$ cat src/rtl/core/vmrl_pkg.sv
package vmrl_pkg;

   // field widths
   localparam int VEL_W      = 24;
   localparam int POS_W      = 24;
   localparam int RATIO_W    = 16;
   localparam int RPM_W      = 15;
   localparam int FRAC_W     = 8;
   localparam int REQ_W      = 32;
   localparam int LIM_W      = 24;
   localparam int CMD_W      = 16;

   // csr port
   localparam int CSR_IDX_W  = 8;
   localparam int CSR_DATA_W = 24;

   localparam logic [CSR_IDX_W-1:0] CSR_RAISE_RATIO      = 8'd0;
   localparam logic [CSR_IDX_W-1:0] CSR_LOWER_RATIO      = 8'd1;
   localparam logic [CSR_IDX_W-1:0] CSR_MIN_HARD_POS     = 8'd2;
   localparam logic [CSR_IDX_W-1:0] CSR_MAX_HARD_POS     = 8'd3;
   localparam logic [CSR_IDX_W-1:0] CSR_MIN_SOFT_POS     = 8'd4;
   localparam logic [CSR_IDX_W-1:0] CSR_MAX_SOFT_POS     = 8'd5;
   localparam logic [CSR_IDX_W-1:0] CSR_RPM_LIMIT        = 8'd6;
   localparam logic [CSR_IDX_W-1:0] CSR_MIN_ACTIVE_SPEED = 8'd7;

   // internal datapath widths
   localparam int MAG_W  = 28;                   // |requested speed| < 2^28
   localparam int SREQ_W = MAG_W + 1;            // signed requested speed
   localparam int ZONE_W = 24;                   // zone width and distance
   localparam int DEN_W  = ZONE_W + 1;           // 2 * width
   localparam int NUM_W  = MAG_W + ZONE_W + 1;   // 2 * mag * dist + width
   localparam int SPD_W  = RPM_W + FRAC_W;       // clamped speed magnitude

   typedef struct packed {
      logic signed [RATIO_W-1:0] raise_ratio;
      logic signed [RATIO_W-1:0] lower_ratio;
      logic signed [POS_W-1:0]   min_hard_pos;
      logic signed [POS_W-1:0]   max_hard_pos;
      logic signed [POS_W-1:0]   min_soft_pos;
      logic signed [POS_W-1:0]   max_soft_pos;
      logic [RPM_W-1:0]          rpm_limit;
      logic [RPM_W-1:0]          min_active_speed;
   } config_type;

   localparam config_type CFG_RESET = '{
      raise_ratio:      16'sd256,
      lower_ratio:      16'sd256,
      min_hard_pos:     -24'sd23040,
      max_hard_pos:     24'sd23040,
      min_soft_pos:     -24'sd23040,
      max_soft_pos:     24'sd23040,
      rpm_limit:        15'd3000,
      min_active_speed: 15'd1
   };

   // per-beat status that rides along the datapath
   typedef struct packed {
      logic signed [SREQ_W-1:0] requested;
      logic                     neg;
      logic                     nofb;
      logic                     hard;
      logic                     ramp;
   } side_type;

endpackage

$ cat src/rtl/core/vmrl_div.sv
module vmrl_div import vmrl_pkg::*; (
   input  logic             clock,
   input  logic             reset,
   input  logic             in_valid,
   output logic             in_ready,
   input  logic [NUM_W-1:0] in_num,
   input  logic [DEN_W-1:0] in_den,
   input  side_type         in_side,
   output logic             out_valid,
   input  logic             out_ready,
   output logic [MAG_W-1:0] out_quot,
   output side_type         out_side
);

   // one quotient bit per stage, restoring form
   localparam int STEPS = MAG_W;

   logic [STEPS-1:0] v_ff, v_in, v_src, adv;
   logic [DEN_W-1:0] rem_ff  [STEPS];
   logic [DEN_W-1:0] rem_in  [STEPS];
   logic [MAG_W-1:0] low_ff  [STEPS];
   logic [MAG_W-1:0] low_in  [STEPS];
   logic [DEN_W-1:0] den_ff  [STEPS];
   side_type         side_ff [STEPS];

   always_comb begin
      logic rdy;
      rdy = out_ready;
      for (int k = STEPS - 1; k >= 0; k--) begin
         adv[k] = !v_ff[k] || rdy;
         rdy    = adv[k];
      end
   end

   assign v_src    = {v_ff[STEPS-2:0], in_valid};
   assign v_in     = (adv & v_src) | (~adv & v_ff);
   assign in_ready = adv[0];

   always_ff @(posedge clock) begin
      if (reset) begin
         v_ff <= '0;
      end else begin
         v_ff <= v_in;
      end
   end

   for (genvar k = 0; k < STEPS; k++) begin : g_step
      logic [DEN_W-1:0] r_src;
      logic [DEN_W-1:0] d_src;
      logic [MAG_W-1:0] l_src;
      side_type         s_src;
      logic [DEN_W:0]   trial;
      logic             take;

      if (k == 0) begin : g_first
         // quotient fits MAG_W bits, so the top bits start below the divisor
         assign r_src = in_num[NUM_W-1 -: DEN_W];
         assign l_src = in_num[MAG_W-1:0];
         assign d_src = in_den;
         assign s_src = in_side;
      end else begin : g_next
         assign r_src = rem_ff[k-1];
         assign l_src = low_ff[k-1];
         assign d_src = den_ff[k-1];
         assign s_src = side_ff[k-1];
      end

      // low word shifts numerator bits out and quotient bits in
      assign trial     = {r_src, l_src[MAG_W-1]};
      assign take      = trial >= {1'b0, d_src};
      assign rem_in[k] = take ? DEN_W'(trial - {1'b0, d_src}) : trial[DEN_W-1:0];
      assign low_in[k] = {l_src[MAG_W-2:0], take};

      always_ff @(posedge clock) begin
         if (adv[k]) begin
            rem_ff[k]  <= rem_in[k];
            low_ff[k]  <= low_in[k];
            den_ff[k]  <= d_src;
            side_ff[k] <= s_src;
         end
      end
   end

   assign out_valid = v_ff[STEPS-1];
   assign out_quot  = low_ff[STEPS-1];
   assign out_side  = side_ff[STEPS-1];

endmodule

$ cat config.mk
export PLATFORM = sky130hd
export DESIGN_NAME = vmrl_div
export DESIGN_NICKNAME = d
export VERILOG_FILES = /design/src/rtl/core/vmrl_pkg.sv /design/src/rtl/core/vmrl_div.sv
export SDC_FILE = /design/constraint.sdc
export NUM_CORES = 2
export LEC_CHECK = 0
export ABC_AREA = 1
export BUFFER_PORTS_ARGS = -buffer_cell sky130_fd_sc_hd__buf_2
export CAP_MARGIN = 10
export CORE_MARGIN = 2
export CORE_UTILIZATION = 24
export CTS_BUF_LIST = sky130_fd_sc_hd__clkbuf_8
export DETAILED_ROUTE_END_ITERATION = 16
export SLEW_MARGIN = 20
export SYNTH_ARGS = -nofsm -noshare
export SYNTH_HDL_FRONTEND = slang
export SYNTH_SLANG_ARGS = --single-unit
$ cat constraint.sdc
create_clock -name clock -period 12.85 [get_ports clock]
set_clock_uncertainty 0.15 [all_clocks]
set_input_delay 0 -clock clock [delete_from_list [all_inputs] [get_ports clock]]
set_output_delay 0 -clock clock [all_outputs]
set_load 0.02 [all_outputs]
==> results_dict.tcl <==
set metrics [dict create \
    clk_latency_ps 1050 \
    yosys_register_bits 3086 \
    viasPerCell 3.96 \
    ios 178 \
    fillerInstances 55430 \
    post-cts-setup-buffers 0 \
    r2r_end "side_ff[0][15]" \
    status "finished clean" \
    worst_slew_pin_slew_ps 1120 \
    hp-class "in -> reg" \
    globalplace.congestion 0.930 \
    startpoint_type "register" \
    clkTransAtPathRegs_ps 70 \
    overflow 0 \
    max_freq_mhz 107 \
    hold_viol 0 \
    numCtsBuffers 430 \
    grt_pass1_wl_um 382000 \
    crit_slowest_cell "nand4_4" \
    async_flop_share_pct 0 \
    synth.distinct_cells 46 \
    antenna_found_initial 9 \
    min_period_over_period_pct 73.0 \
    die_h_um 746 \
    first_global_vias 73413 \
    antenna_left 0 \
    hold_buffers 282 \
    arrival_ps 9230 \
    top_layer "met4" \
    core_um2 549000 \
    vias 72989 \
    drive_gt1_share_pct 7.20 \
    whs_path_depth 3 \
    wl_um 239000 \
    max_cap_violations 0 \
    r2r_setup_slack_ps 4390 \
    cpMostUsedCell "nand4_4" \
    avgSynthCellArea_um2 13.2 \
    met3WireLength_um 8830 \
    pwr_density_cell_nw_per_um2 212 \
    final_cell_mix "edfxtp_1 (3058), inv_1 (1353), nand2_1 (1338)" \
    routed-wl-met2_um 112000 \
    die_x_um 746 \
    synthFlopType "edfxtp_1" \
    reg2reg_depth 17 \
    htreeDepth 5 \
    area.growth.synth_to_final_pct 15.4 \
    crit_type "reg -> out" \
    synth_warnings 0 \
    clock_path_buffers 4 \
    hp-start "in_num[8]" \
    io_buffers 177 \
    start_util_pct 24.1 \
    cts_sinks 3086 \
    finalPower_mw 32.4 \
    slew_headroom_pct 24.6 \
    dr.pass1.iters 6 \
    critPathMaxFanout 69 \
    ctsResizeCount 0 \
    seqCellArea_um2 92400 \
    crit_required_ps 12700 \
    cts_tree "yes" \
    end_kind "output pin" \
    layout_commonest_cell "edfxtp_1" \
    report.final.slew_viol_count 0 \
    syn_inst 10047 \
    fin_crit_ps 9380 \
    slowest_delay_ps 720 \
    syn_nets 10889 \
    final_nets 11685 \
    dieArea_um2 557000 \
    worstHoldEndpoint "low_ff[0][9]" \
    leakage_nw 60.4 \
    cts-root-buf "clkbuf_8" \
    dp_hpwl_um 174000 \
    wire_per_inst_um 12.9 \
    drtIter0Drc 4267 \
    m1WireLength_um 108000 \
    hold_ws_ps 122 \
    rows 272 \
    track_usage_pct 8.33 \
    seq_area_frac_synth_pct 69.8 \
    rsz0062_at_grt "false" \
    path_cells "nand4_4 -> buf_4 -> nor3_4 -> nand4_4 -> nor2_4 -> nand4_4 -> buf_4 -> nor2_4 -> nand4_4 -> buf_4 -> nor2_4 -> nand4_4 -> nor2_4 -> nand4_4 -> nor2_8 -> nand4_4 -> buf_4 -> buf_2" \
    grt_max_degree 85 \
    drcViolationCount 0 \
    irDropWorstVdd_v 0.0000913 \
    multi_input_area_um2 34800 \
    syn_area_um2 132000 \
    setup_viol 0 \
    synth_edf_count 3058 \
]
[Yosys cell counts (all sizes together) (9+ instances only)]
cell type | number | share of area, %
nor4 | 67 | 0.32
o31ai | 13 | 0.074
xnor2 | 315 | 2.1
a211oi | 12 | 0.068
o221ai | 36 | 0.24
o21bai | 11 | 0.062
a21o | 41 | 0.23
fa | 27 | 0.41
a21boi | 46 | 0.26
nand3 | 197 | 0.75
xor2 | 293 | 1.9
clkbuf | 98 | 0.28
nand2 | 1347 | 3.8
a221oi | 20 | 0.13
edfxtp | 3058 | 69
o21a | 29 | 0.16
ha | 700 | 6.6
inv | 1238 | 3.5
buf | 41 | 0.20
o211ai | 9 | 0.051
nor3 | 50 | 0.20
a31oi | 25 | 0.12
a21oi | 900 | 3.4
nand4 | 31 | 0.23
nor2 | 546 | 1.6
dfxtp | 28 | 0.42
o21ai | 828 | 3.1
nand3b | 31 | 0.18
[worst max path at each step]
stage | startpoint | endpoint | slack (ps) | depth (start not counted)
finish | register | in_ready | 3470 | 18
global route | register | in_ready | 2540 | 18
CTS | register | in_ready | 3150 | 18
detailed placement | out_ready | low_ff[0][6] | 4210 | 19
global placement | out_ready | low_ff[0][9] | 4250 | 19
floorplan | register | den_ff[0][75] | -100 | 13
[critical path: cells and delay by family, from the launching register on]
kind,cells,cell delay [ps]
buffers and inverters,5,1930
DFF,1,390
and+or+nand+nor,13,5730
[per-stage QoR]
stage | area, um^2 | setup TNS [ps] | setup slack (ps) | utilization (%) | cells
finish | 153000 | 0 | 3470 | 27.8 | 18435
global route | 153000 | 0 | 2540 | 27.8 | 18435
CTS | 153000 | 0 | 3150 | 27.8 | 18426
detailed placement | 142000 | 0 | 4210 | 25.9 | 17390
global placement | 142000 | 0 | 4250 | 25.9 | 17390
floorplan | 132000 | -10620 | -95.6 | - | 10047
[report_power, final]
group	switching, mW	internal (mW)	leakage (nW)	total (mW)
logic	6.35	4.13	23.5	10.5
registers	1.01	14.0	32.4	15.0
clock network	3.60	3.32	4.42	6.92
[metal layers]
metal,vias up,track usage (%)
met1,33594,10.6
met4,0,3.53
met5,-,0
li1,37392,-
met2,1393,14.0
met3,610,1.42
[area by class of cell]
| class | instances | share of cell area (%) |
|---|---|---|
| flip-flops and latches | 3086 | 60.5 |
| multi-input cells | 5584 | 22.8 |
| well taps | 7261 | 5.95 |
| clock buffers | 431 | 3.89 |
| inverters | 1238 | 3.06 |
| repair buffers | 503 | 2.65 |
| clock inverters | 323 | 1.12 |
| diodes | 9 | 0.0148 |
[cells by family (layout without fill, tap and decap cells)]
group	count (synthesis)	after routing	share of synthesized area [%]
AO/OA/AOI/OAI	1979	1979	8.03
flip-flops	3086	3086	69.8
other	0	9	0
XOR/XNOR	608	608	4.03
buffers and inverters	1377	2495	3.99
adder cells (fa/ha/maj)	727	727	7.03
AND/OR/NAND/NOR	2270	2270	7.09
[registers in the layout, summed over array words and instances (netlist names), named ones only]
register  count
den_ff      675
low_ff      784
rem_ff      675
side_ff     924
Power figures use the tool's default switching activity.
