`config.mk`:
```
export PLATFORM = sky130hd
export DESIGN_NAME = vmrl_csr_flat
export DESIGN_NICKNAME = d
export VERILOG_FILES = /design/src/rtl/core/vmrl_pkg.sv /design/src/rtl/core/vmrl_if.sv /design/src/rtl/core/vmrl_csr.sv /design/src/flat_wrapper.sv
export SDC_FILE = /design/constraint.sdc
export NUM_CORES = 1
export LEC_CHECK = 0
export ABC_AREA = 1
export BUFFER_PORTS_ARGS = -buffer_cell sky130_fd_sc_hd__buf_2
export CORE_MARGIN = 5
export CORE_UTILIZATION = 45
export CTS_CLUSTER_DIAMETER = 30
export DETAILED_ROUTE_END_ITERATION = 8
export PLACE_DENSITY = 0.73
export SLEW_MARGIN = 40
export SYNTH_ARGS = -nofsm -noshare
export SYNTH_HDL_FRONTEND = slang
export SYNTH_SLANG_ARGS = --single-unit
```
`constraint.sdc`:
```
create_clock -name clock -period 1.2 [get_ports clock]
set_input_delay 0.24 -clock clock [delete_from_list [all_inputs] [get_ports clock]]
set_output_delay 0.24 -clock clock [all_outputs]
set_load 0.01 [all_outputs]
```
`src/rtl/core/vmrl_pkg.sv`:
```
package vmrl_pkg;

   // field widths
   localparam int VEL_W      = 24;
   localparam int POS_W      = 24;
   localparam int RATIO_W    = 16;
   localparam int RPM_W      = 15;
   localparam int FRAC_W     = 8;
   localparam int REQ_W      = 32;
   localparam int LIM_W      = 24;
   localparam int CMD_W      = 16;

   // csr port
   localparam int CSR_IDX_W  = 8;
   localparam int CSR_DATA_W = 24;

   localparam logic [CSR_IDX_W-1:0] CSR_RAISE_RATIO      = 8'd0;
   localparam logic [CSR_IDX_W-1:0] CSR_LOWER_RATIO      = 8'd1;
   localparam logic [CSR_IDX_W-1:0] CSR_MIN_HARD_POS     = 8'd2;
   localparam logic [CSR_IDX_W-1:0] CSR_MAX_HARD_POS     = 8'd3;
   localparam logic [CSR_IDX_W-1:0] CSR_MIN_SOFT_POS     = 8'd4;
   localparam logic [CSR_IDX_W-1:0] CSR_MAX_SOFT_POS     = 8'd5;
   localparam logic [CSR_IDX_W-1:0] CSR_RPM_LIMIT        = 8'd6;
   localparam logic [CSR_IDX_W-1:0] CSR_MIN_ACTIVE_SPEED = 8'd7;

   // internal datapath widths
   localparam int MAG_W  = 28;                   // |requested speed| < 2^28
   localparam int SREQ_W = MAG_W + 1;            // signed requested speed
   localparam int ZONE_W = 24;                   // zone width and distance
   localparam int DEN_W  = ZONE_W + 1;           // 2 * width
   localparam int NUM_W  = MAG_W + ZONE_W + 1;   // 2 * mag * dist + width
   localparam int SPD_W  = RPM_W + FRAC_W;       // clamped speed magnitude

   typedef struct packed {
      logic signed [RATIO_W-1:0] raise_ratio;
      logic signed [RATIO_W-1:0] lower_ratio;
      logic signed [POS_W-1:0]   min_hard_pos;
      logic signed [POS_W-1:0]   max_hard_pos;
      logic signed [POS_W-1:0]   min_soft_pos;
      logic signed [POS_W-1:0]   max_soft_pos;
      logic [RPM_W-1:0]          rpm_limit;
      logic [RPM_W-1:0]          min_active_speed;
   } config_type;

   localparam config_type CFG_RESET = '{
      raise_ratio:      16'sd256,
      lower_ratio:      16'sd256,
      min_hard_pos:     -24'sd23040,
      max_hard_pos:     24'sd23040,
      min_soft_pos:     -24'sd23040,
      max_soft_pos:     24'sd23040,
      rpm_limit:        15'd3000,
      min_active_speed: 15'd1
   };

   // per-beat status that rides along the datapath
   typedef struct packed {
      logic signed [SREQ_W-1:0] requested;
      logic                     neg;
      logic                     nofb;
      logic                     hard;
      logic                     ramp;
   } side_type;

endpackage

```
`src/rtl/core/vmrl_if.sv`:
```


interface vmrl_csr_if import vmrl_pkg::*; ();
   logic                  valid;
   logic                  ready;
   logic [CSR_IDX_W-1:0]  index;
   logic [CSR_DATA_W-1:0] data;

   modport source (output valid, index, data, input ready);
   modport sink (input valid, index, data, output ready);
endinterface

```
`src/rtl/core/vmrl_csr.sv`:
```
module vmrl_csr import vmrl_pkg::*; (
   input  logic       clock,
   input  logic       reset,
   vmrl_csr_if.sink   csr_ch,
   output config_type cfg
);

   config_type cfg_ff;
   config_type cfg_in;

   assign csr_ch.ready = 1'b1;

   always_comb begin
      cfg_in = cfg_ff;
      if (csr_ch.valid) begin
         unique case (csr_ch.index)
            CSR_RAISE_RATIO:      cfg_in.raise_ratio      = csr_ch.data[RATIO_W-1:0];
            CSR_LOWER_RATIO:      cfg_in.lower_ratio      = csr_ch.data[RATIO_W-1:0];
            CSR_MIN_HARD_POS:     cfg_in.min_hard_pos     = csr_ch.data[POS_W-1:0];
            CSR_MAX_HARD_POS:     cfg_in.max_hard_pos     = csr_ch.data[POS_W-1:0];
            CSR_MIN_SOFT_POS:     cfg_in.min_soft_pos     = csr_ch.data[POS_W-1:0];
            CSR_MAX_SOFT_POS:     cfg_in.max_soft_pos     = csr_ch.data[POS_W-1:0];
            CSR_RPM_LIMIT:        cfg_in.rpm_limit        = csr_ch.data[RPM_W-1:0];
            CSR_MIN_ACTIVE_SPEED: cfg_in.min_active_speed = csr_ch.data[RPM_W-1:0];
            default: ;
         endcase
      end
   end

   always_ff @(posedge clock) begin
      if (reset) begin
         cfg_ff <= CFG_RESET;
      end else begin
         cfg_ff <= cfg_in;
      end
   end

   assign cfg = cfg_ff;

endmodule

```
`src/flat_wrapper.sv`:
```
// flat-port wrapper written by rule: the top's interface ports become plain ports
module vmrl_csr_flat import vmrl_pkg::*;
  (clock, reset, cfg, csr_ch_valid, csr_ch_index, csr_ch_data, csr_ch_ready);
  vmrl_csr_if csr_ch_i ();
  input  logic clock;
  input  logic reset;
  output config_type cfg;
  input wire logic [$bits(csr_ch_i.valid)-1:0] csr_ch_valid;
  input wire logic [$bits(csr_ch_i.index)-1:0] csr_ch_index;
  input wire logic [$bits(csr_ch_i.data)-1:0] csr_ch_data;
  output wire logic [$bits(csr_ch_i.ready)-1:0] csr_ch_ready;
  assign csr_ch_i.valid = csr_ch_valid;
  assign csr_ch_i.index = csr_ch_index;
  assign csr_ch_i.data = csr_ch_data;
  assign csr_ch_ready = csr_ch_i.ready;
  vmrl_csr u_core (.clock(clock), .reset(reset), .csr_ch(csr_ch_i), .cfg(cfg));
endmodule
```
==> results.sh <==
export IMPL_synthMuxAreaShare=0
export IMPL_syn_inst=872
export IMPL_grt_total_usage=0.240
export IMPL_row_count=43
export IMPL_placed_cell_area_sq_um=7880
export IMPL_max_freq_mhz=855
export IMPL_r2r_slack_ns=0.56
export IMPL_rr_worst_depth=2
export IMPL_grt_pass1_vias=5853
export IMPL_dieArea_sq_um=16500
export IMPL_yosysUniqueCellTypes=20
export IMPL_cp_slowest_cell="dfxtp_1"
export IMPL_hold_ws_ns=0.0670
export IMPL_first_iter_violations=620
export IMPL_post_drt_wl_per_cell_um=15.6
export IMPL_final_common_cell="nor2_1"
export IMPL_yosys_warnings=0
export IMPL_drc=0
export IMPL_syn2layout_area_growth_pct=34.8
export IMPL_routabilityCongestion=0.883
export IMPL_status="complete, no violations"
export IMPL_cp_start_kind="flip-flop"
export IMPL_cp_end_kind="primary output"
export IMPL_startpoint="u_core.cfg[52]"
export IMPL_antenna_found_initial=0
export IMPL_rsz0062_at_grt="false"
export IMPL_required_ns=0.96
export IMPL_finalClockSkew_ns=0
export IMPL_io_pins=194
export IMPL_r2r_end="u_core.cfg[135]"
export IMPL_avgSynthCellArea_sq_um=7.25
export IMPL_wl_met1_mm=8.22
export IMPL_setup_tns_ns=0
export IMPL_report_final_setup_viol=0
export IMPL_total_power_mw=11.5
export IMPL_critPathBufInv=1
export IMPL_largest_reg_flops=158
export IMPL_min_path_type="input pin to flip-flop"
export IMPL_syn_nets=907
export IMPL_hold_buffers=0
export IMPL_finalHoldViolations=0
export IMPL_synthXorXnorAreaFrac=0
export IMPL_worstPathArrival_ns=0.93
export IMPL_start_util=0.457
export IMPL_viasPerCell=5.00
export IMPL_cp_depth=1
export IMPL_ctsHtreeMaxLevel=4
export IMPL_routed_wl_mm=19.8
export IMPL_drv_slew=0
export IMPL_crit_type="flip-flop to primary output"
export IMPL_cts_tree="done"
export IMPL_p_per_area_nw_per_um2=1350
export IMPL_crit_path_end="cfg[52]"
export IMPL_clock_sink_count=158
export IMPL_synth_top_family_by_area="simple AND/OR/NAND/NOR gates"
export IMPL_grt_ovfl_total=0
export IMPL_grt_pass1_wl_mm=30.9
export IMPL_cts_made_buffers=17
export IMPL_place_inst=1241
export IMPL_synth_adder_area_share=0
export IMPL_wl_met3_mm=1.83
export IMPL_min_period_over_period=0.974
export IMPL_die_h_um=129
export IMPL_die_w_um=129
export IMPL_drive_above_1_share=0.302
export IMPL_path_cells="buf_2"
export IMPL_cp_top_family="flip-flops"
export IMPL_n_antenna_cell=0
export IMPL_wl_met2_mm=9.46
export IMPL_min_period_ns=1.17
export IMPL_leakage_nw=4.10
export IMPL_vdd_drop_max_mv=0.776
export IMPL_place_hpwl_mm=14.2
export IMPL_cts_root_buf="clkbuf_16"
export IMPL_ys_ff_latch=158
export IMPL_drtAntennaViolNets=0
export IMPL_synth_compound_area_frac=0.00237
export IMPL_dr_pass1_iters=5
export IMPL_crit_path_max_incr_delay_ns=0.36
export IMPL_grt_max_degree=41
export IMPL_clockBufferDepth=2
export IMPL_top_layer_used="met4"
export IMPL_nNetsFinal=1115
export IMPL_synthesis_area_sq_um=6320
export IMPL_num_vias=6361
export IMPL_fin_cells=1273
export IMPL_finish_instance_area_sq_um=8520
export IMPL_cap_violations=0
export IMPL_port_buffer_count=192
export IMPL_core_area_sq_um=13800
export IMPL_layout_common_cells="nor2_1, buf_2, nand3_1"
export IMPL_clkLatencyLatePin_ns=0.43
export IMPL_regToRegStartpoint="u_core.cfg[135]"
export IMPL_clk_pin_slew_ns=0.06
export IMPL_yosys_area_share_simple=0.425
export IMPL_ys_seq_area_frac=0.500
export IMPL_crit_path_max_fanout=2
[cell type report]
cell class                 count  area (sq um)
tap                          180           225
clock inverter                14           168
multi-input combinational    624          2710
inverter                      32           123
clock buffer                  18           439
sequential                   158          3190
timing repair buffer         247          1670
fill                        1267          5300
[worst min-delay path by stage]
stage / from / end / slack (ns) / depth (start not counted)
6_report: csr_ch_data[0] / u_core.cfg[0] / 0.07 / 3
5_1_grt: csr_ch_data[19] / u_core.cfg[73] / 0.07 / 3
4_1_cts: csr_ch_data[0] / u_core.cfg[0] / 0.06 / 3
3_5_place_dp: u_core.cfg[119] / u_core.cfg[119] / 0.44 / 2
3_3_place_gp: u_core.cfg[125] / u_core.cfg[125] / 0.44 / 2
2_1_floorplan: csr_ch_data[9] / u_core.cfg[63] / 0.37 / 2
[layer usage]
layer	vias up	global-route usage
li1	3170	-
met1	2912	0.309
met2	247	0.390
met3	32	0.0689
met4	0	0.0815
met5	-	0
[power breakdown]
group | internal [mW] | switching (mW)
clock network | 3.32 | 2.21
logic | 0.242 | 0.453
registers | 5.26 | 0.00683
total | 8.82 | 2.67
[cells in the mapped netlist]
cell,number,area share
buf_1,6,0.0036
buf_2,23,0.018
buf_4,14,0.017
buf_6,5,0.0089
clkbuf_1,10,0.0059
clkinv_1,1,0.00059
conb_1,1,0.00059
dfxtp_1,158,0.50
inv_1,27,0.016
inv_2,4,0.0024
nand2_1,178,0.11
nand2_2,3,0.0030
nand2_4,2,0.0036
nand3_1,184,0.15
nand3_2,2,0.0032
nand3_4,1,0.0028
nor2_1,237,0.14
nor2_2,4,0.0040
nor2_4,9,0.016
o21ai_0,3,0.0024
[what timing repair did]
item                       4_1_cts  5_1_grt
setup buffers                    0        0
setup endpoints to repair        3       23
hold endpoints to repair         0        0
gates resized for setup          3       24
[kinds of logic (layout without fill, tap and decap cells)]
family          after synthesis  in the layout
compound gates                3              3
buf+inv                      90            311
flops                       158            158
other cells                   1              1
simple gates                620            620
[per-stage QoR]
step | utilization | setup WS (ns)
6_report | 0.616 | 0.0307
5_1_grt | 0.616 | 0.000370
4_1_cts | 0.614 | 0.00482
3_5_place_dp | 0.570 | -0.195
3_3_place_gp | 0.570 | -0.170
2_1_floorplan | - | 0.0452
No activity file was read; power rests on OpenSTA's default activity.
