## src/rtl/core/vmrl_pkg.sv

```systemverilog
package vmrl_pkg;

   // field widths
   localparam int VEL_W      = 24;
   localparam int POS_W      = 24;
   localparam int RATIO_W    = 16;
   localparam int RPM_W      = 15;
   localparam int FRAC_W     = 8;
   localparam int REQ_W      = 32;
   localparam int LIM_W      = 24;
   localparam int CMD_W      = 16;

   // csr port
   localparam int CSR_IDX_W  = 8;
   localparam int CSR_DATA_W = 24;

   localparam logic [CSR_IDX_W-1:0] CSR_RAISE_RATIO      = 8'd0;
   localparam logic [CSR_IDX_W-1:0] CSR_LOWER_RATIO      = 8'd1;
   localparam logic [CSR_IDX_W-1:0] CSR_MIN_HARD_POS     = 8'd2;
   localparam logic [CSR_IDX_W-1:0] CSR_MAX_HARD_POS     = 8'd3;
   localparam logic [CSR_IDX_W-1:0] CSR_MIN_SOFT_POS     = 8'd4;
   localparam logic [CSR_IDX_W-1:0] CSR_MAX_SOFT_POS     = 8'd5;
   localparam logic [CSR_IDX_W-1:0] CSR_RPM_LIMIT        = 8'd6;
   localparam logic [CSR_IDX_W-1:0] CSR_MIN_ACTIVE_SPEED = 8'd7;

   // internal datapath widths
   localparam int MAG_W  = 28;                   // |requested speed| < 2^28
   localparam int SREQ_W = MAG_W + 1;            // signed requested speed
   localparam int ZONE_W = 24;                   // zone width and distance
   localparam int DEN_W  = ZONE_W + 1;           // 2 * width
   localparam int NUM_W  = MAG_W + ZONE_W + 1;   // 2 * mag * dist + width
   localparam int SPD_W  = RPM_W + FRAC_W;       // clamped speed magnitude

   typedef struct packed {
      logic signed [RATIO_W-1:0] raise_ratio;
      logic signed [RATIO_W-1:0] lower_ratio;
      logic signed [POS_W-1:0]   min_hard_pos;
      logic signed [POS_W-1:0]   max_hard_pos;
      logic signed [POS_W-1:0]   min_soft_pos;
      logic signed [POS_W-1:0]   max_soft_pos;
      logic [RPM_W-1:0]          rpm_limit;
      logic [RPM_W-1:0]          min_active_speed;
   } config_type;

   localparam config_type CFG_RESET = '{
      raise_ratio:      16'sd256,
      lower_ratio:      16'sd256,
      min_hard_pos:     -24'sd23040,
      max_hard_pos:     24'sd23040,
      min_soft_pos:     -24'sd23040,
      max_soft_pos:     24'sd23040,
      rpm_limit:        15'd3000,
      min_active_speed: 15'd1
   };

   // per-beat status that rides along the datapath
   typedef struct packed {
      logic signed [SREQ_W-1:0] requested;
      logic                     neg;
      logic                     nofb;
      logic                     hard;
      logic                     ramp;
   } side_type;

endpackage

```

## src/rtl/core/vmrl_if.sv

```systemverilog


interface vmrl_rsp_if import vmrl_pkg::*; ();
   logic                    valid;
   logic                    ready;
   logic signed [REQ_W-1:0] requested_speed;
   logic signed [LIM_W-1:0] limited_speed;
   logic signed [CMD_W-1:0] command_speed;
   logic                    no_feedback_flag;
   logic                    hard_limit_flag;
   logic                    soft_limit_flag;
   logic                    quantized_flag;

   modport source (output valid, requested_speed, limited_speed, command_speed,
      no_feedback_flag, hard_limit_flag, soft_limit_flag, quantized_flag, input ready);
   modport sink (input valid, requested_speed, limited_speed, command_speed,
      no_feedback_flag, hard_limit_flag, soft_limit_flag, quantized_flag, output ready);
endinterface


```

## src/rtl/core/vmrl_back.sv

```systemverilog
module vmrl_back import vmrl_pkg::*; (
   input  logic             clock,
   input  logic             reset,
   input  config_type       cfg,
   input  logic             in_valid,
   output logic             in_ready,
   input  logic [MAG_W-1:0] in_quot,
   input  side_type         in_side,
   vmrl_rsp_if.source       rsp_ch
);

   localparam int STAGES = 2;
   localparam logic [SPD_W-1:0] HALF_LSB = SPD_W'(1 << (FRAC_W - 1));

   logic [STAGES-1:0] v_ff, v_in, v_src, adv;

   // clamp stage
   logic [SPD_W-1:0] lim_mag;
   logic [SPD_W-1:0] mag_a_ff, mag_a_in;
   side_type         side_a_ff;

   // output register
   logic [RPM_W-1:0]        cmd_round, cmd_mag;
   logic [SPD_W-1:0]        mag_b_ff;
   logic signed [REQ_W-1:0] req_ff, req_in;
   logic signed [LIM_W-1:0] lim_ff, lim_in;
   logic signed [CMD_W-1:0] cmd_ff, cmd_in;
   logic                    nofb_ff, hard_ff, soft_ff, quant_ff, quant_in;

   always_comb begin
      logic rdy;
      rdy = rsp_ch.ready;
      for (int k = STAGES - 1; k >= 0; k--) begin
         adv[k] = !v_ff[k] || rdy;
         rdy    = adv[k];
      end
   end

   assign v_src    = {v_ff[STAGES-2:0], in_valid};
   assign v_in     = (adv & v_src) | (~adv & v_ff);
   assign in_ready = adv[0];

   always_ff @(posedge clock) begin
      if (reset) begin
         v_ff <= '0;
      end else begin
         v_ff <= v_in;
      end
   end

   // clamp to rpm limit
   always_comb begin
      lim_mag  = {cfg.rpm_limit, {FRAC_W{1'b0}}};
      mag_a_in = (in_quot > MAG_W'(lim_mag)) ? lim_mag : SPD_W'(in_quot);
   end

   always_ff @(posedge clock) begin
      if (adv[0]) begin
         mag_a_ff  <= mag_a_in;
         side_a_ff <= in_side;
      end
   end

   // integer command, tiny nonzero speeds get the minimum active speed
   always_comb begin
      cmd_round = RPM_W'((mag_a_ff + HALF_LSB) >> FRAC_W);
      cmd_mag   = (cmd_round == '0 && mag_a_ff != '0) ? cfg.min_active_speed : cmd_round;
      quant_in  = {cmd_mag, {FRAC_W{1'b0}}} != mag_a_ff;
      lim_in    = side_a_ff.neg ? -LIM_W'(mag_a_ff) : LIM_W'(mag_a_ff);
      cmd_in    = side_a_ff.neg ? -CMD_W'(cmd_mag) : CMD_W'(cmd_mag);
      req_in    = REQ_W'(side_a_ff.requested);
   end

   always_ff @(posedge clock) begin
      if (adv[1]) begin
         mag_b_ff <= mag_a_ff;
         req_ff   <= req_in;
         lim_ff   <= lim_in;
         cmd_ff   <= cmd_in;
         nofb_ff  <= side_a_ff.nofb;
         hard_ff  <= side_a_ff.hard;
         soft_ff  <= side_a_ff.ramp;
         quant_ff <= quant_in;
      end
   end

   assign rsp_ch.valid            = v_ff[STAGES-1];
   assign rsp_ch.requested_speed  = req_ff;
   assign rsp_ch.limited_speed    = lim_ff;
   assign rsp_ch.command_speed    = cmd_ff;
   assign rsp_ch.no_feedback_flag = nofb_ff;
   assign rsp_ch.hard_limit_flag  = hard_ff;
   assign rsp_ch.soft_limit_flag  = soft_ff;
   assign rsp_ch.quantized_flag   = quant_ff;

   assert property (@(posedge clock) disable iff (reset)
      v_ff[STAGES-1] && (nofb_ff || hard_ff) |-> lim_ff == '0 && cmd_ff == '0 && !quant_ff)
      else $error("blocked or feedback-less beat carries a speed");

   assert property (@(posedge clock) disable iff (reset)
      v_ff[STAGES-1] |-> $countones({nofb_ff, hard_ff, soft_ff}) <= 1)
      else $error("more than one limit status set");

   assert property (@(posedge clock) disable iff (reset)
      v_ff[STAGES-1] && nofb_ff |-> req_ff == '0)
      else $error("requested speed nonzero without feedback");

   assert property (@(posedge clock) disable iff (reset)
      v_ff[STAGES-1] |-> mag_b_ff <= {cfg.rpm_limit, {FRAC_W{1'b0}}})
      else $error("limited speed above rpm limit");

endmodule

```

## src/flat_wrapper.sv

```systemverilog
// flat-port wrapper written by rule: the top's interface ports become plain ports
module vmrl_back_flat import vmrl_pkg::*;
  (clock, reset, cfg, in_valid, in_ready, in_quot, in_side, rsp_ch_valid, rsp_ch_requested_speed, rsp_ch_limited_speed, rsp_ch_command_speed, rsp_ch_no_feedback_flag, rsp_ch_hard_limit_flag, rsp_ch_soft_limit_flag, rsp_ch_quantized_flag, rsp_ch_ready);
  vmrl_rsp_if rsp_ch_i ();
  input  logic clock;
  input  logic reset;
  input  config_type cfg;
  input  logic in_valid;
  output logic in_ready;
  input  logic [MAG_W-1:0] in_quot;
  input  side_type in_side;
  output wire logic [$bits(rsp_ch_i.valid)-1:0] rsp_ch_valid;
  output wire logic [$bits(rsp_ch_i.requested_speed)-1:0] rsp_ch_requested_speed;
  output wire logic [$bits(rsp_ch_i.limited_speed)-1:0] rsp_ch_limited_speed;
  output wire logic [$bits(rsp_ch_i.command_speed)-1:0] rsp_ch_command_speed;
  output wire logic [$bits(rsp_ch_i.no_feedback_flag)-1:0] rsp_ch_no_feedback_flag;
  output wire logic [$bits(rsp_ch_i.hard_limit_flag)-1:0] rsp_ch_hard_limit_flag;
  output wire logic [$bits(rsp_ch_i.soft_limit_flag)-1:0] rsp_ch_soft_limit_flag;
  output wire logic [$bits(rsp_ch_i.quantized_flag)-1:0] rsp_ch_quantized_flag;
  input wire logic [$bits(rsp_ch_i.ready)-1:0] rsp_ch_ready;
  assign rsp_ch_valid = rsp_ch_i.valid;
  assign rsp_ch_requested_speed = rsp_ch_i.requested_speed;
  assign rsp_ch_limited_speed = rsp_ch_i.limited_speed;
  assign rsp_ch_command_speed = rsp_ch_i.command_speed;
  assign rsp_ch_no_feedback_flag = rsp_ch_i.no_feedback_flag;
  assign rsp_ch_hard_limit_flag = rsp_ch_i.hard_limit_flag;
  assign rsp_ch_soft_limit_flag = rsp_ch_i.soft_limit_flag;
  assign rsp_ch_quantized_flag = rsp_ch_i.quantized_flag;
  assign rsp_ch_i.ready = rsp_ch_ready;
  vmrl_back u_core (.clock(clock), .reset(reset), .cfg(cfg), .in_valid(in_valid), .in_ready(in_ready), .in_quot(in_quot), .in_side(in_side), .rsp_ch(rsp_ch_i));
endmodule
```

## config.mk

```make
export PLATFORM = sky130hd
export DESIGN_NAME = vmrl_back_flat
export DESIGN_NICKNAME = d
export VERILOG_FILES = /design/src/rtl/core/vmrl_pkg.sv /design/src/rtl/core/vmrl_if.sv /design/src/rtl/core/vmrl_back.sv /design/src/flat_wrapper.sv
export SDC_FILE = /design/constraint.sdc
export NUM_CORES = 1
export LEC_CHECK = 0
export ABC_AREA = 1
export BUFFER_PORTS_ARGS = -buffer_cell sky130_fd_sc_hd__buf_2
export CAP_MARGIN = 20
export CORE_MARGIN = 10
export CORE_UTILIZATION = 30
export DETAILED_ROUTE_END_ITERATION = 8
export GPL_TIMING_DRIVEN = 0
export SLEW_MARGIN = 30
export SYNTH_ARGS = -nofsm -noshare
export SYNTH_HDL_FRONTEND = slang
export SYNTH_SLANG_ARGS = --single-unit
```

## constraint.sdc

```tcl
create_clock -name clock -period 3.6 [get_ports clock]
set_clock_uncertainty 0.1 [all_clocks]
set_input_delay 0.18 -clock clock [delete_from_list [all_inputs] [get_ports clock]]
set_output_delay 0.18 -clock clock [all_outputs]
set_load 0.02 [all_outputs]
```

==> results.md <==
- Status: completed
- TNS Setup: 0 ps
- WP data arrival: a little over 3000 ps
- FF+latch count, synth: ~130
- Period utilization: 83.80%
- Fin. Hold Viols: 0
- Clock latency at the later pin of the worst-skew pair: ~420 ps
- CTS clk-pin slew, worst paths: 60 ps
- CTS tree: done
- Crit-path leading delay family: simple AND/OR/NAND/NOR gates
- Worst path cell trace: ha_1 -> nand3_1 -> inv_1 -> nand2_1 -> nor2_1 -> nand2_1 -> nand2_1 -> nand3_1 -> nor2_2 -> buf_6 -> nand3_1 -> nand2_2 -> nor2_1 -> nand2_1 -> inv_1 -> nand3_1 -> nand2_1 -> nand2_1 -> nand2_1
- Postcts setup bufs: 0
- # diodes: 0
- CP Buf/Inv Count: 3
- P&R area growth vs syn: 37.24%
- Gr usage total: 12.44%
- Total CTS buffers: 17
- Relative slew slack: a little under three fifths
- Worst min-delay path class: in -> reg
- Post-synth cell types: 33
- EDFF count, synth: 129
- Hold Slack: roughly 16 ps
- Non-filler cells, final: 1,158
- Reg-to-reg slack, setup: about 600 ps
- FF-to-FF Start: u_core.mag_a_ff[8]
- VDD IR max: 0.0002698 V
- Core Area: 0.02102 mm2
- Vias per inst: 4.324
- RR Endpoint: u_core.rsp_ch.command_speed[11]
- Antenna viol nets, final: 0
- Vias in the first global route: 5,012
- Largest net degree at the start of global routing: 45
- Worst setup SP type: flop
- Hold path endpoint: u_core.mag_a_ff[17]
- Slowest stage delay, CP: ~520 ps
- Max Fclk: about 0.33 GHz
- GP Congestion: roughly 0.85
- Hold path depth: 3
- Die Footprint: ~0.028 mm2
- Synth Flop Type: edfxtp_1
- Root buf cell: clkbuf_16
- Setup Viol. Count Final: 0
- Die height: between 150 and 200 um
- Max_cap viols: 0
- Worst R2R Path Depth: 19
- Leak: around 4.0 nW
- Pwr Total: about 0.0042 W
- Share of the synthesized area in the top cell type: between 60% and 70%
- Layout cells sized above 1: 27.75%
- CP required: ~3700 ps
- Yosys warnings: 0
- WS Path Type: reg -> reg
- Synth area leader: edfxtp_1
- Buffers on Ports: between 150 and 200
- WL final: 17.52 mm
- Synthesized Nets: 865
- Initial core utilization: 30.51%
- Clock Path Buffers: 2
- First drt pass iteration count: 5
- Wire per inst: around 15 um
- Max stage delay cell, worst path: edfxtp_1
- CP endpoint kind: flop
- HPWL Detailed: approximately 14 mm
- PwrDens: ~470 mW/mm2
- Grt total ovfl: 0
- Commonest cells post-synth: edfxtp_1, nand2_1, inv_1, nor2_1, nand3_1
- First-pass GRT wire length: 27.42 mm
- Fin crit period: slightly above 3000 ps
- DRC: 0
- Synth area leaders: edfxtp_1, nand2_1, inv_1
- Worst-margin pin slew: between 600 and 700 ps
- Min-Delay Startpoint: in_quot[17]
- Critical path depth in cells: 19
- Worst-path maximum fanout: 10
- Syn avg cell area: 10.28 um2
- Cell count after synthesis: roughly 620
- Placed insts: about 1,100
- Row cnt: between 50 and 60
- NumNets Final: between 1,000 and 1,500
- Seq/Total Area, Yosys: about three fifths
- Antenna violations before repair: 0
- Clock Sinks: 131
- RSZ-0062 raised after global routing: no
- Max Transition Viols Final: 0
- Die extent in x: approximately 170 um
- Drt initial violations: between 200 and 300
- Routed via count: around 5,000
- Post-CTS Resized: 0
- Ys async rst share: 0%
- Htree depth: 4
- Mapped Area: ~0.0064 mm2
- CP most frequent cell: nand2_1
- # IOs: 301
[worst max path at each step]
| stage | slack, ps | end | start |
|---|---|---|---|
| 2_1_floorplan | 740 | u_core.mag_a_ff[0] | flop |
| 3_3_place_gp | 120 | u_core.side_a_ff[3] | rsp_ch_ready |
| 3_5_place_dp | 570 | u_core.rsp_ch.quantized_flag | u_core.mag_a_ff[8] |
| 4_1_cts | 560 | u_core.rsp_ch.quantized_flag | u_core.mag_a_ff[8] |
| 5_1_grt | 150 | u_core.rsp_ch.command_speed[12] | u_core.mag_a_ff[8] |
| 6_report | 580 | u_core.rsp_ch.command_speed[11] | u_core.mag_a_ff[8] |
[cell usage in the layout, fill, tap and decap left out, drive strengths merged]
master and n:
xnor2 3, o31ai 1, nor3 10, nand3 41
buf 184, a21oi 12, nand4 12, bufinv 2
inv 94, xor2 31, a211oi 1, nand3b 2
ha 18, clkbuf 27, nor2 63, nor4 4
a31oi 1, o21ai 36, o22ai 7, nand2 143
clkinv 6, dlygate4sd3 53, edfxtp 129, a21o 1
dfxtp 2
[metrics by stage]
stage / utilization (%) / setup WS [ps] / cell area, um2
floorplan: - / 735.8 / 6414
CTS: 41.87 / 563.3 / 8802
finish: 41.87 / 583.3 / 8802
detailed placement: 36.53 / 574.1 / 7679
global placement: 36.24 / 119.1 / 7619
global route: 41.87 / 153.0 / 8802
[where the power goes]
group          total (W)  internal, W  switching (W)  leakage [nW]
Clock            0.00171      0.00105       0.000659         0.292
Sequential       0.00186      0.00181      0.0000440          1.39
Combinational   0.000592     0.000221       0.000371          2.32
Total            0.00416      0.00309        0.00107          4.00
[metal layers]
metal,up-vias,track usage (%),routed length [um]
met5,-,0,0
met2,118,21.61,8962
met1,2277,14.72,7574
li1,2594,-,-
met4,0,4.544,336
met3,18,2.769,650
[logic make-up (layout without fill, tap and decap cells)]
family | after synthesis | in the layout | share of synthesized area (%)
buffers and inverters | 107 | 366 | 6.808
adder cells (fa/ha/maj) | 18 | 18 | 3.512
XOR/XNOR | 34 | 34 | 4.643
AND/OR/NAND/NOR | 275 | 275 | 19.08
flip-flops | 131 | 131 | 61.02
AO/OA/AOI/OAI | 59 | 59 | 4.936
[sequential cells by signal, summed over array words and instances (netlist names), named ones only]
name	cells
u_core.mag_a_ff	23
u_core.req_in	29
u_core.rsp_ch.command_speed	16
u_core.rsp_ch.hard_limit_flag	1
u_core.rsp_ch.limited_speed	24
u_core.rsp_ch.no_feedback_flag	1
u_core.rsp_ch.quantized_flag	1
u_core.rsp_ch.requested_speed	29
u_core.rsp_ch.soft_limit_flag	1
u_core.side_a_ff	4
[worst reg2reg max path: cells and delay by family, from the launching register on]
family                   cells  cell delay (ps)
buffers and inverters        3              380
flip-flops                   1              520
adder cells (fa/ha/maj)      1              260
AND/OR/NAND/NOR             15             1500
[final cells by class]
| type | instances | area (um2) |
|---|---|---|
| Fill cell | 2008 | 12220 |
| Sequential cell | 131 | 3914 |
| Multi-Input combinational cell | 386 | 2083 |
| Timing Repair Buffer | 227 | 1431 |
| Clock buffer | 20 | 446.7 |
| Tap cell | 275 | 344.1 |
| Inverter | 90 | 337.8 |
| Clock inverter | 12 | 146.4 |
| Buffer | 17 | 98.84 |
[what timing repair did]
action	CTS	global route
setup endpoints to repair	0	0
hold endpoints to repair	53	0
hold buffers	53	0
Power figures use the tool's default switching activity.
