<file path="config.mk">
export PLATFORM = sky130hd
export DESIGN_NAME = vmrl_front_flat
export DESIGN_NICKNAME = d
export VERILOG_FILES = /design/src/rtl/core/vmrl_pkg.sv /design/src/rtl/core/vmrl_if.sv /design/src/rtl/core/vmrl_front.sv /design/src/flat_wrapper.sv
export SDC_FILE = /design/constraint.sdc
export NUM_CORES = 2
export LEC_CHECK = 0
export BUFFER_PORTS_ARGS = -buffer_cell sky130_fd_sc_hd__buf_4
export CAP_MARGIN = 20
export CORE_MARGIN = 5
export CORE_UTILIZATION = 25
export CTS_CLUSTER_DIAMETER = 150
export CTS_CLUSTER_SIZE = 40
export DETAILED_ROUTE_END_ITERATION = 8
export GPL_TIMING_DRIVEN = 0
export PLACE_DENSITY_LB_ADDON = 0.15
export RECOVER_POWER = 100
export SETUP_SLACK_MARGIN = 0.2
export SYNTH_ARGS = -nofsm -noshare
export SYNTH_HDL_FRONTEND = slang
export SYNTH_SLANG_ARGS = --single-unit
export TNS_END_PERCENT = 10
</file>
<file path="constraint.sdc">
create_clock -name clock -period 11.2 [get_ports clock]
set_input_delay 1.12 -clock clock [delete_from_list [all_inputs] [get_ports clock]]
set_output_delay 1.12 -clock clock [all_outputs]
set_load 0.02 [all_outputs]
</file>
<file path="src/rtl/core/vmrl_pkg.sv">
package vmrl_pkg;

   // field widths
   localparam int VEL_W      = 24;
   localparam int POS_W      = 24;
   localparam int RATIO_W    = 16;
   localparam int RPM_W      = 15;
   localparam int FRAC_W     = 8;
   localparam int REQ_W      = 32;
   localparam int LIM_W      = 24;
   localparam int CMD_W      = 16;

   // csr port
   localparam int CSR_IDX_W  = 8;
   localparam int CSR_DATA_W = 24;

   localparam logic [CSR_IDX_W-1:0] CSR_RAISE_RATIO      = 8'd0;
   localparam logic [CSR_IDX_W-1:0] CSR_LOWER_RATIO      = 8'd1;
   localparam logic [CSR_IDX_W-1:0] CSR_MIN_HARD_POS     = 8'd2;
   localparam logic [CSR_IDX_W-1:0] CSR_MAX_HARD_POS     = 8'd3;
   localparam logic [CSR_IDX_W-1:0] CSR_MIN_SOFT_POS     = 8'd4;
   localparam logic [CSR_IDX_W-1:0] CSR_MAX_SOFT_POS     = 8'd5;
   localparam logic [CSR_IDX_W-1:0] CSR_RPM_LIMIT        = 8'd6;
   localparam logic [CSR_IDX_W-1:0] CSR_MIN_ACTIVE_SPEED = 8'd7;

   // internal datapath widths
   localparam int MAG_W  = 28;                   // |requested speed| < 2^28
   localparam int SREQ_W = MAG_W + 1;            // signed requested speed
   localparam int ZONE_W = 24;                   // zone width and distance
   localparam int DEN_W  = ZONE_W + 1;           // 2 * width
   localparam int NUM_W  = MAG_W + ZONE_W + 1;   // 2 * mag * dist + width
   localparam int SPD_W  = RPM_W + FRAC_W;       // clamped speed magnitude

   typedef struct packed {
      logic signed [RATIO_W-1:0] raise_ratio;
      logic signed [RATIO_W-1:0] lower_ratio;
      logic signed [POS_W-1:0]   min_hard_pos;
      logic signed [POS_W-1:0]   max_hard_pos;
      logic signed [POS_W-1:0]   min_soft_pos;
      logic signed [POS_W-1:0]   max_soft_pos;
      logic [RPM_W-1:0]          rpm_limit;
      logic [RPM_W-1:0]          min_active_speed;
   } config_type;

   localparam config_type CFG_RESET = '{
      raise_ratio:      16'sd256,
      lower_ratio:      16'sd256,
      min_hard_pos:     -24'sd23040,
      max_hard_pos:     24'sd23040,
      min_soft_pos:     -24'sd23040,
      max_soft_pos:     24'sd23040,
      rpm_limit:        15'd3000,
      min_active_speed: 15'd1
   };

   // per-beat status that rides along the datapath
   typedef struct packed {
      logic signed [SREQ_W-1:0] requested;
      logic                     neg;
      logic                     nofb;
      logic                     hard;
      logic                     ramp;
   } side_type;

endpackage

</file>
<file path="src/rtl/core/vmrl_if.sv">
interface vmrl_req_if import vmrl_pkg::*; ();
   logic                    valid;
   logic                    ready;
   logic signed [VEL_W-1:0] beam_velocity;
   logic signed [POS_W-1:0] motor_pos;
   logic                    pos_valid;

   modport source (output valid, beam_velocity, motor_pos, pos_valid, input ready);
   modport sink (input valid, beam_velocity, motor_pos, pos_valid, output ready);
endinterface


</file>
<file path="src/rtl/core/vmrl_front.sv">
module vmrl_front import vmrl_pkg::*; (
   input  logic             clock,
   input  logic             reset,
   input  config_type       cfg,
   vmrl_req_if.sink         req_ch,
   output logic             out_valid,
   input  logic             out_ready,
   output logic [NUM_W-1:0] out_num,
   output logic [DEN_W-1:0] out_den,
   output side_type         out_side
);

   localparam int STAGES  = 6;
   localparam int PROD_W  = VEL_W + RATIO_W;
   localparam int DIFF_W  = POS_W + 1;
   localparam int TRUNC_W = 30;
   localparam int RECIP_W = 32;
   localparam int REC_W   = TRUNC_W + RECIP_W;
   localparam int SCALE_W = MAG_W + ZONE_W;
   // x / 1536 = (x >> 9) / 3, the divide by 3 by reciprocal
   localparam logic [PROD_W-1:0]  HALF_1536   = 40'd768;
   localparam int                 POW2_SHIFT  = 9;
   localparam logic [RECIP_W-1:0] RECIP3      = 32'hAAAA_AAAB;
   localparam int                 RECIP_SHIFT = 33;

   typedef struct packed {
      logic              lo_hard;
      logic              hi_hard;
      logic              lo_zone;
      logic              hi_zone;
      logic [ZONE_W-1:0] lo_w;
      logic [ZONE_W-1:0] lo_d;
      logic [ZONE_W-1:0] hi_w;
      logic [ZONE_W-1:0] hi_d;
   } limits_type;

   logic [STAGES-1:0] v_ff, v_in, v_src, adv;

   // stage 1: ratio multiply
   logic signed [RATIO_W-1:0] ratio_sel;
   logic signed [PROD_W-1:0]  prod1_ff, prod1_in;
   logic signed [POS_W-1:0]   pos1_ff;
   logic                      pv1_ff;

   // stage 2: magnitude, pow2 part of divide, position compares
   logic [PROD_W-1:0]        abs1;
   logic [TRUNC_W-1:0]       t2_ff, t2_in;
   logic                     neg2_ff, pv2_ff;
   logic signed [DIFF_W-1:0] lo_w_full, lo_d_full, hi_w_full, hi_d_full;
   limits_type               lim2_ff, lim2_in;

   // stage 3: divide by 3
   logic [REC_W-1:0]  rec3;
   logic [MAG_W-1:0]  q3_ff, q3_in;
   logic              neg3_ff, pv3_ff;
   limits_type        lim3_ff;

   // stage 4: direction, hard stop, zone select
   logic              mag_nz, spd_neg, spd_pos, hard4, lower4, upper4;
   logic [MAG_W-1:0]  mag4_ff, mag4_in;
   logic [ZONE_W-1:0] w4_ff, w4_in, d4_ff, d4_in;
   side_type          side4_ff, side4_in;

   // stage 5: speed times distance
   logic [SCALE_W-1:0] prod5_ff, prod5_in;
   logic [ZONE_W-1:0]  w5_ff;
   side_type           side5_ff;

   // stage 6: rounding numerator and denominator
   logic [NUM_W-1:0] num6_ff, num6_in;
   logic [DEN_W-1:0] den6_ff, den6_in;
   side_type         side6_ff;

   // ready ripples back, a stage moves when it is empty or its successor moves
   always_comb begin
      logic rdy;
      rdy = out_ready;
      for (int k = STAGES - 1; k >= 0; k--) begin
         adv[k] = !v_ff[k] || rdy;
         rdy    = adv[k];
      end
   end

   assign v_src = {v_ff[STAGES-2:0], req_ch.valid};
   assign v_in  = (adv & v_src) | (~adv & v_ff);
   assign req_ch.ready = adv[0];

   always_ff @(posedge clock) begin
      if (reset) begin
         v_ff <= '0;
      end else begin
         v_ff <= v_in;
      end
   end

   // stage 1
   always_comb begin
      ratio_sel = req_ch.beam_velocity[VEL_W-1] ? cfg.lower_ratio : cfg.raise_ratio;
      prod1_in  = PROD_W'(req_ch.beam_velocity) * PROD_W'(ratio_sel);
   end

   always_ff @(posedge clock) begin
      if (adv[0]) begin
         prod1_ff <= prod1_in;
         pos1_ff  <= req_ch.motor_pos;
         pv1_ff   <= req_ch.pos_valid;
      end
   end

   // stage 2
   always_comb begin
      abs1  = prod1_ff[PROD_W-1] ? PROD_W'(-prod1_ff) : PROD_W'(prod1_ff);
      t2_in = TRUNC_W'((abs1 + HALF_1536) >> POW2_SHIFT);

      lo_w_full = DIFF_W'(cfg.min_soft_pos) - DIFF_W'(cfg.min_hard_pos);
      lo_d_full = DIFF_W'(pos1_ff) - DIFF_W'(cfg.min_hard_pos);
      hi_w_full = DIFF_W'(cfg.max_hard_pos) - DIFF_W'(cfg.max_soft_pos);
      hi_d_full = DIFF_W'(cfg.max_hard_pos) - DIFF_W'(pos1_ff);

      lim2_in.lo_hard = pos1_ff <= cfg.min_hard_pos;
      lim2_in.hi_hard = pos1_ff >= cfg.max_hard_pos;
      lim2_in.lo_zone = (cfg.min_soft_pos > cfg.min_hard_pos) && (pos1_ff < cfg.min_soft_pos);
      lim2_in.hi_zone = (cfg.max_soft_pos < cfg.max_hard_pos) && (pos1_ff > cfg.max_soft_pos);
      lim2_in.lo_w    = lo_w_full[ZONE_W-1:0];
      lim2_in.hi_w    = hi_w_full[ZONE_W-1:0];
      // past the hard stop the distance clamps to zero
      lim2_in.lo_d    = lo_d_full[DIFF_W-1] ? '0 : lo_d_full[ZONE_W-1:0];
      lim2_in.hi_d    = hi_d_full[DIFF_W-1] ? '0 : hi_d_full[ZONE_W-1:0];
   end

   always_ff @(posedge clock) begin
      if (adv[1]) begin
         t2_ff   <= t2_in;
         neg2_ff <= prod1_ff[PROD_W-1];
         pv2_ff  <= pv1_ff;
         lim2_ff <= lim2_in;
      end
   end

   // stage 3
   always_comb begin
      rec3  = REC_W'(t2_ff) * REC_W'(RECIP3);
      q3_in = MAG_W'(rec3 >> RECIP_SHIFT);
   end

   always_ff @(posedge clock) begin
      if (adv[2]) begin
         q3_ff   <= q3_in;
         neg3_ff <= neg2_ff;
         pv3_ff  <= pv2_ff;
         lim3_ff <= lim2_ff;
      end
   end

   // stage 4: a speed rounding to zero counts as no motion
   always_comb begin
      mag_nz  = q3_ff != '0;
      spd_neg = neg3_ff && mag_nz;
      spd_pos = !neg3_ff && mag_nz;
      hard4   = pv3_ff && ((lim3_ff.lo_hard && spd_neg) || (lim3_ff.hi_hard && spd_pos));
      lower4  = pv3_ff && !hard4 && lim3_ff.lo_zone && spd_neg;
      upper4  = pv3_ff && !hard4 && !lower4 && lim3_ff.hi_zone && spd_pos;

      mag4_in = (pv3_ff && !hard4) ? q3_ff : '0;
      // outside a zone the divider sees speed * 1 / 1
      if (lower4) begin
         w4_in = lim3_ff.lo_w;
         d4_in = lim3_ff.lo_d;
      end else if (upper4) begin
         w4_in = lim3_ff.hi_w;
         d4_in = lim3_ff.hi_d;
      end else begin
         w4_in = ZONE_W'(1);
         d4_in = ZONE_W'(1);
      end

      side4_in.requested = !pv3_ff ? '0 :
                           neg3_ff ? -$signed({1'b0, q3_ff}) : $signed({1'b0, q3_ff});
      side4_in.neg  = neg3_ff;
      side4_in.nofb = !pv3_ff;
      side4_in.hard = hard4;
      side4_in.ramp = lower4 || upper4;
   end

   always_ff @(posedge clock) begin
      if (adv[3]) begin
         mag4_ff  <= mag4_in;
         w4_ff    <= w4_in;
         d4_ff    <= d4_in;
         side4_ff <= side4_in;
      end
   end

   // stage 5
   assign prod5_in = SCALE_W'(mag4_ff) * SCALE_W'(d4_ff);

   always_ff @(posedge clock) begin
      if (adv[4]) begin
         prod5_ff <= prod5_in;
         w5_ff    <= w4_ff;
         side5_ff <= side4_ff;
      end
   end

   // stage 6: round half up on magnitude is (2 * n + w) / (2 * w)
   assign num6_in = NUM_W'({prod5_ff, 1'b0}) + NUM_W'(w5_ff);
   assign den6_in = {w5_ff, 1'b0};

   always_ff @(posedge clock) begin
      if (adv[5]) begin
         num6_ff  <= num6_in;
         den6_ff  <= den6_in;
         side6_ff <= side5_ff;
      end
   end

   assign out_valid = v_ff[STAGES-1];
   assign out_num   = num6_ff;
   assign out_den   = den6_ff;
   assign out_side  = side6_ff;

endmodule

</file>
<file path="src/flat_wrapper.sv">
// flat-port wrapper written by rule: the top's interface ports become plain ports
module vmrl_front_flat import vmrl_pkg::*;
  (clock, reset, cfg, out_valid, out_ready, out_num, out_den, out_side, req_ch_valid, req_ch_beam_velocity, req_ch_motor_pos, req_ch_pos_valid, req_ch_ready);
  vmrl_req_if req_ch_i ();
  input  logic clock;
  input  logic reset;
  input  config_type cfg;
  output logic out_valid;
  input  logic out_ready;
  output logic [NUM_W-1:0] out_num;
  output logic [DEN_W-1:0] out_den;
  output side_type out_side;
  input wire logic [$bits(req_ch_i.valid)-1:0] req_ch_valid;
  input wire logic [$bits(req_ch_i.beam_velocity)-1:0] req_ch_beam_velocity;
  input wire logic [$bits(req_ch_i.motor_pos)-1:0] req_ch_motor_pos;
  input wire logic [$bits(req_ch_i.pos_valid)-1:0] req_ch_pos_valid;
  output wire logic [$bits(req_ch_i.ready)-1:0] req_ch_ready;
  assign req_ch_i.valid = req_ch_valid;
  assign req_ch_i.beam_velocity = req_ch_beam_velocity;
  assign req_ch_i.motor_pos = req_ch_motor_pos;
  assign req_ch_i.pos_valid = req_ch_pos_valid;
  assign req_ch_ready = req_ch_i.ready;
  vmrl_front u_core (.clock(clock), .reset(reset), .cfg(cfg), .req_ch(req_ch_i), .out_valid(out_valid), .out_ready(out_ready), .out_num(out_num), .out_den(out_den), .out_side(out_side));
endmodule
</file>
==> reports/metrics.cfg <==
[outcome]
status = finished with violations
violations = capacitance limit, slew limit

[global_route]
antenna_found_initial = 13
grt_max_degree = 87
grt_usage = 0.1548
grt_overflow = 0
grt_pass1_wl_um = 369300
grt_pass1_vias = 55450

[critical_path]
cp.arrival_ns = 10.38
cp.depth = 30
slowest_stage = a2111oi_0
start_kind = input pin
crit_family = adder cells
required_ns = 11.65
cp_num_buf_inv = 9
worst-setup-path-type = input pin to flop
reg2regPathDepth = 23
cp-end-kind = flop
cpPeakStageDelay_ns = 0.70
crit_path_max_fanout = 10

[sta]
setup-tns-final_ns = 0
fmax_ghz = 0.1007
maxSlewViolCount = 564
period_needed_ns = 9.926
setup_ws_ns = 1.274
hold_viol_final = 0
worst_slew_pin_slew_ns = 4.865
setup_viol = 0
finalCritPeriodShare = 0.8863
fin_skew_ns = 0.07417
slew_headroom = -2.243
rsz0062_at_grt = no

[floorplanning]
initial_core_util = 0.2503
fp-row-count = 203
die_height_um = 562.7
core_um2 = 305000
dieWidth_um = 562.7
dieArea_um2 = 316600
io_pins = 324

[clock_tree]
ctsHtreeMaxLevel = 1
clkLatencyLatePin_ns = 0.74
cts-resized-gates = 0
holdBufCountCts = 0
root_buffer = clkbuf_16
cts_tree = yes
clockBufferDepth = 3
clk_pin_slew_ns = 0.12
cts_setup_buffers = 0
cts_num_sinks = 660
numCtsBuffers = 26

[route]
dr_total_vias = 50570
viasPerCell = 4.314
drc = 0
ant_nets = 0
dr.pass1.iters = 7
drt_iter0_markers = 2369
wl_um = 245900
avgRoutedWirePerCell_um = 20.97

[final_layout]
fin_area_um2 = 84250
final_nets = 9711
nFillCells = 32250
drive_gt1_frac = 0.03610
stdcell_count = 11720
areaGrowthSynthToFinish_pct = 10.33

[yosys]
syn_area_um2 = 76360
yosysUniqueCellTypes = 92
synth_common_cells = 1564 x inv_1, 1184 x fa_1, 718 x ha_1
ys_warn_count = 0
ys_ff_latch = 660
seq_area_frac_synth = 0.2588
synthTopCellsByArea = fa_1 31%, edfxtp_1 26%, ha_1 12%
synth.largest_area_cell = fa_1
synthArstFlopShare = 0
synth-edff-count = 654
syn-num-nets = 9376
synthCells = 7263
synth.most_common_cell = inv_1
syn_avg_cell_area_um2 = 10.51
synthFlopType = edfxtp_1
yosysTopAreaCellShare = 0.3104

[place]
dpl.cell_count = 11670
postPlaceCellArea_um2 = 84030
io_buffers = 291
place_ws_ns = 0.5125
dp_hpwl_um = 211100
gp_congestion = 0.9110

[worst_hold_path]
hold_path.class = flop to flop
min_path_cells = 0

[flow_run]
cap_violations = 12

## sequential cells by signal, indices dropped and copies added, names as in the netlist, named ones only
name and flops:
u_core.lim2_ff 100, u_core.lim3_ff 100, u_core.out_num 53, u_core.prod5_ff 52
u_core.prod1_ff 40, u_core.out_side 33, u_core.side4_ff 33, u_core.side5_ff 33
u_core.t2_ff 30, u_core.mag4_ff 28, u_core.q3_ff 28, u_core.d4_ff 24
u_core.pos1_ff 24, u_core.w4_ff 24, u_core.w5_ff 24, u_core.out_den 23
u_core.neg2_ff 1, u_core.neg3_ff 1, u_core.pv1_ff 1, u_core.pv2_ff 1
u_core.pv3_ff 1
## worst register-to-register path, cell delays in order, from the launching register on
cell and delay (ns):
edfxtp_1 0.64, ha_1 0.47, inv_1 0.08, fa_1 0.61
inv_1 0.19, fa_1 0.85, inv_1 0.11, fa_1 0.65
fa_1 0.48, fa_1 0.52, fa_1 0.52, inv_1 0.06
fa_1 0.46, ha_1 0.37, nand2_1 0.06, o21ai_0 0.25
o211ai_1 0.18, o311a_1 0.48, o31ai_1 0.92, a31oi_1 0.31
o21a_1 0.34, o311ai_0 0.56, a21oi_1 0.16, xnor2_1 0.16
## through the flow
step,hold WS (ns),utilization
finish,0.3757,0.2762
global route,0.3985,0.2761
CTS,0.3797,0.2787
detailed placement,0.4045,0.2755
global placement,0.4014,0.2743
floorplan,0.4003,-
## cell type report
| cell class | count | area [µm²] | share of cell area |
|---|---|---|---|
| Antenna cell | 6 | 15.01 | 0.0001782 |
| Buffer | 230 | 889.6 | 0.01056 |
| Clock buffer | 32 | 673.1 | 0.007990 |
| Clock inverter | 16 | 321.6 | 0.003817 |
| Inverter | 1565 | 5877 | 0.06976 |
| Multi-Input combinational cell | 4808 | 49770 | 0.5907 |
| Sequential cell | 660 | 19760 | 0.2345 |
| Tap cell | 4100 | 5130 | 0.06089 |
| Timing Repair Buffer | 307 | 1813 | 0.02152 |
## per-layer routing
layer	global-route usage	part of all wire	vias to the layer above
met3	0.01342	0.033	224
met5	0	0	-
li1	-	-	23630
met2	0.2702	0.49	950
met1	0.2061	0.45	25770
met4	0.04043	0.031	0
## path summary, 6_finish.rpt
check | startpoint | end | slack [ns]
worst min register to register | u_core.pv2_ff | u_core.pv3_ff | 0.38
worst max-delay path | req_ch_beam_velocity[23] | u_core.prod1_ff[38] | 1.27
worst min-delay path | u_core.pv2_ff | u_core.pv3_ff | 0.38
worst max register to register | u_core.t2_ff[8] | u_core.q3_ff[27] | 1.53
## cell families after synthesis
kind of cell	Yosys count	synth area share
DFF	660	0.2588
AOI/OAI and AO/OA	786	0.06895
buffers and inverters	1795	0.08877
adders and majority gates	1902	0.4281
muxes	6	0.0008193
other	1	0.00004911
and+or+nand+nor	1811	0.1199
xor gates and xnor gates	302	0.03464
## layout by cell type, fill, tap and decap left out, types with 22 or more instances in the layout
master	n
edfxtp_1	654
xnor2_1	196
a211oi_1	22
buf_4	152
or2_2	24
clkbuf_1	360
inv_1	1562
a22o_1	48
clkbuf_4	25
clkbuf_16	26
nand3_1	45
and3_1	50
a21oi_1	210
and2_0	34
nor2_1	219
nand2_1	669
o21ai_0	132
nor2b_1	67
o21a_1	27
ha_1	718
nor3_1	44
o31ai_1	30
xor2_1	106
a21o_1	155
and2_1	491
nand4_1	54
nand2b_1	46
o21bai_1	33
fa_1	1184
Power is not shown: default switching activity piles up to over one toggle a cycle in this logic, so the estimate is an artifact.
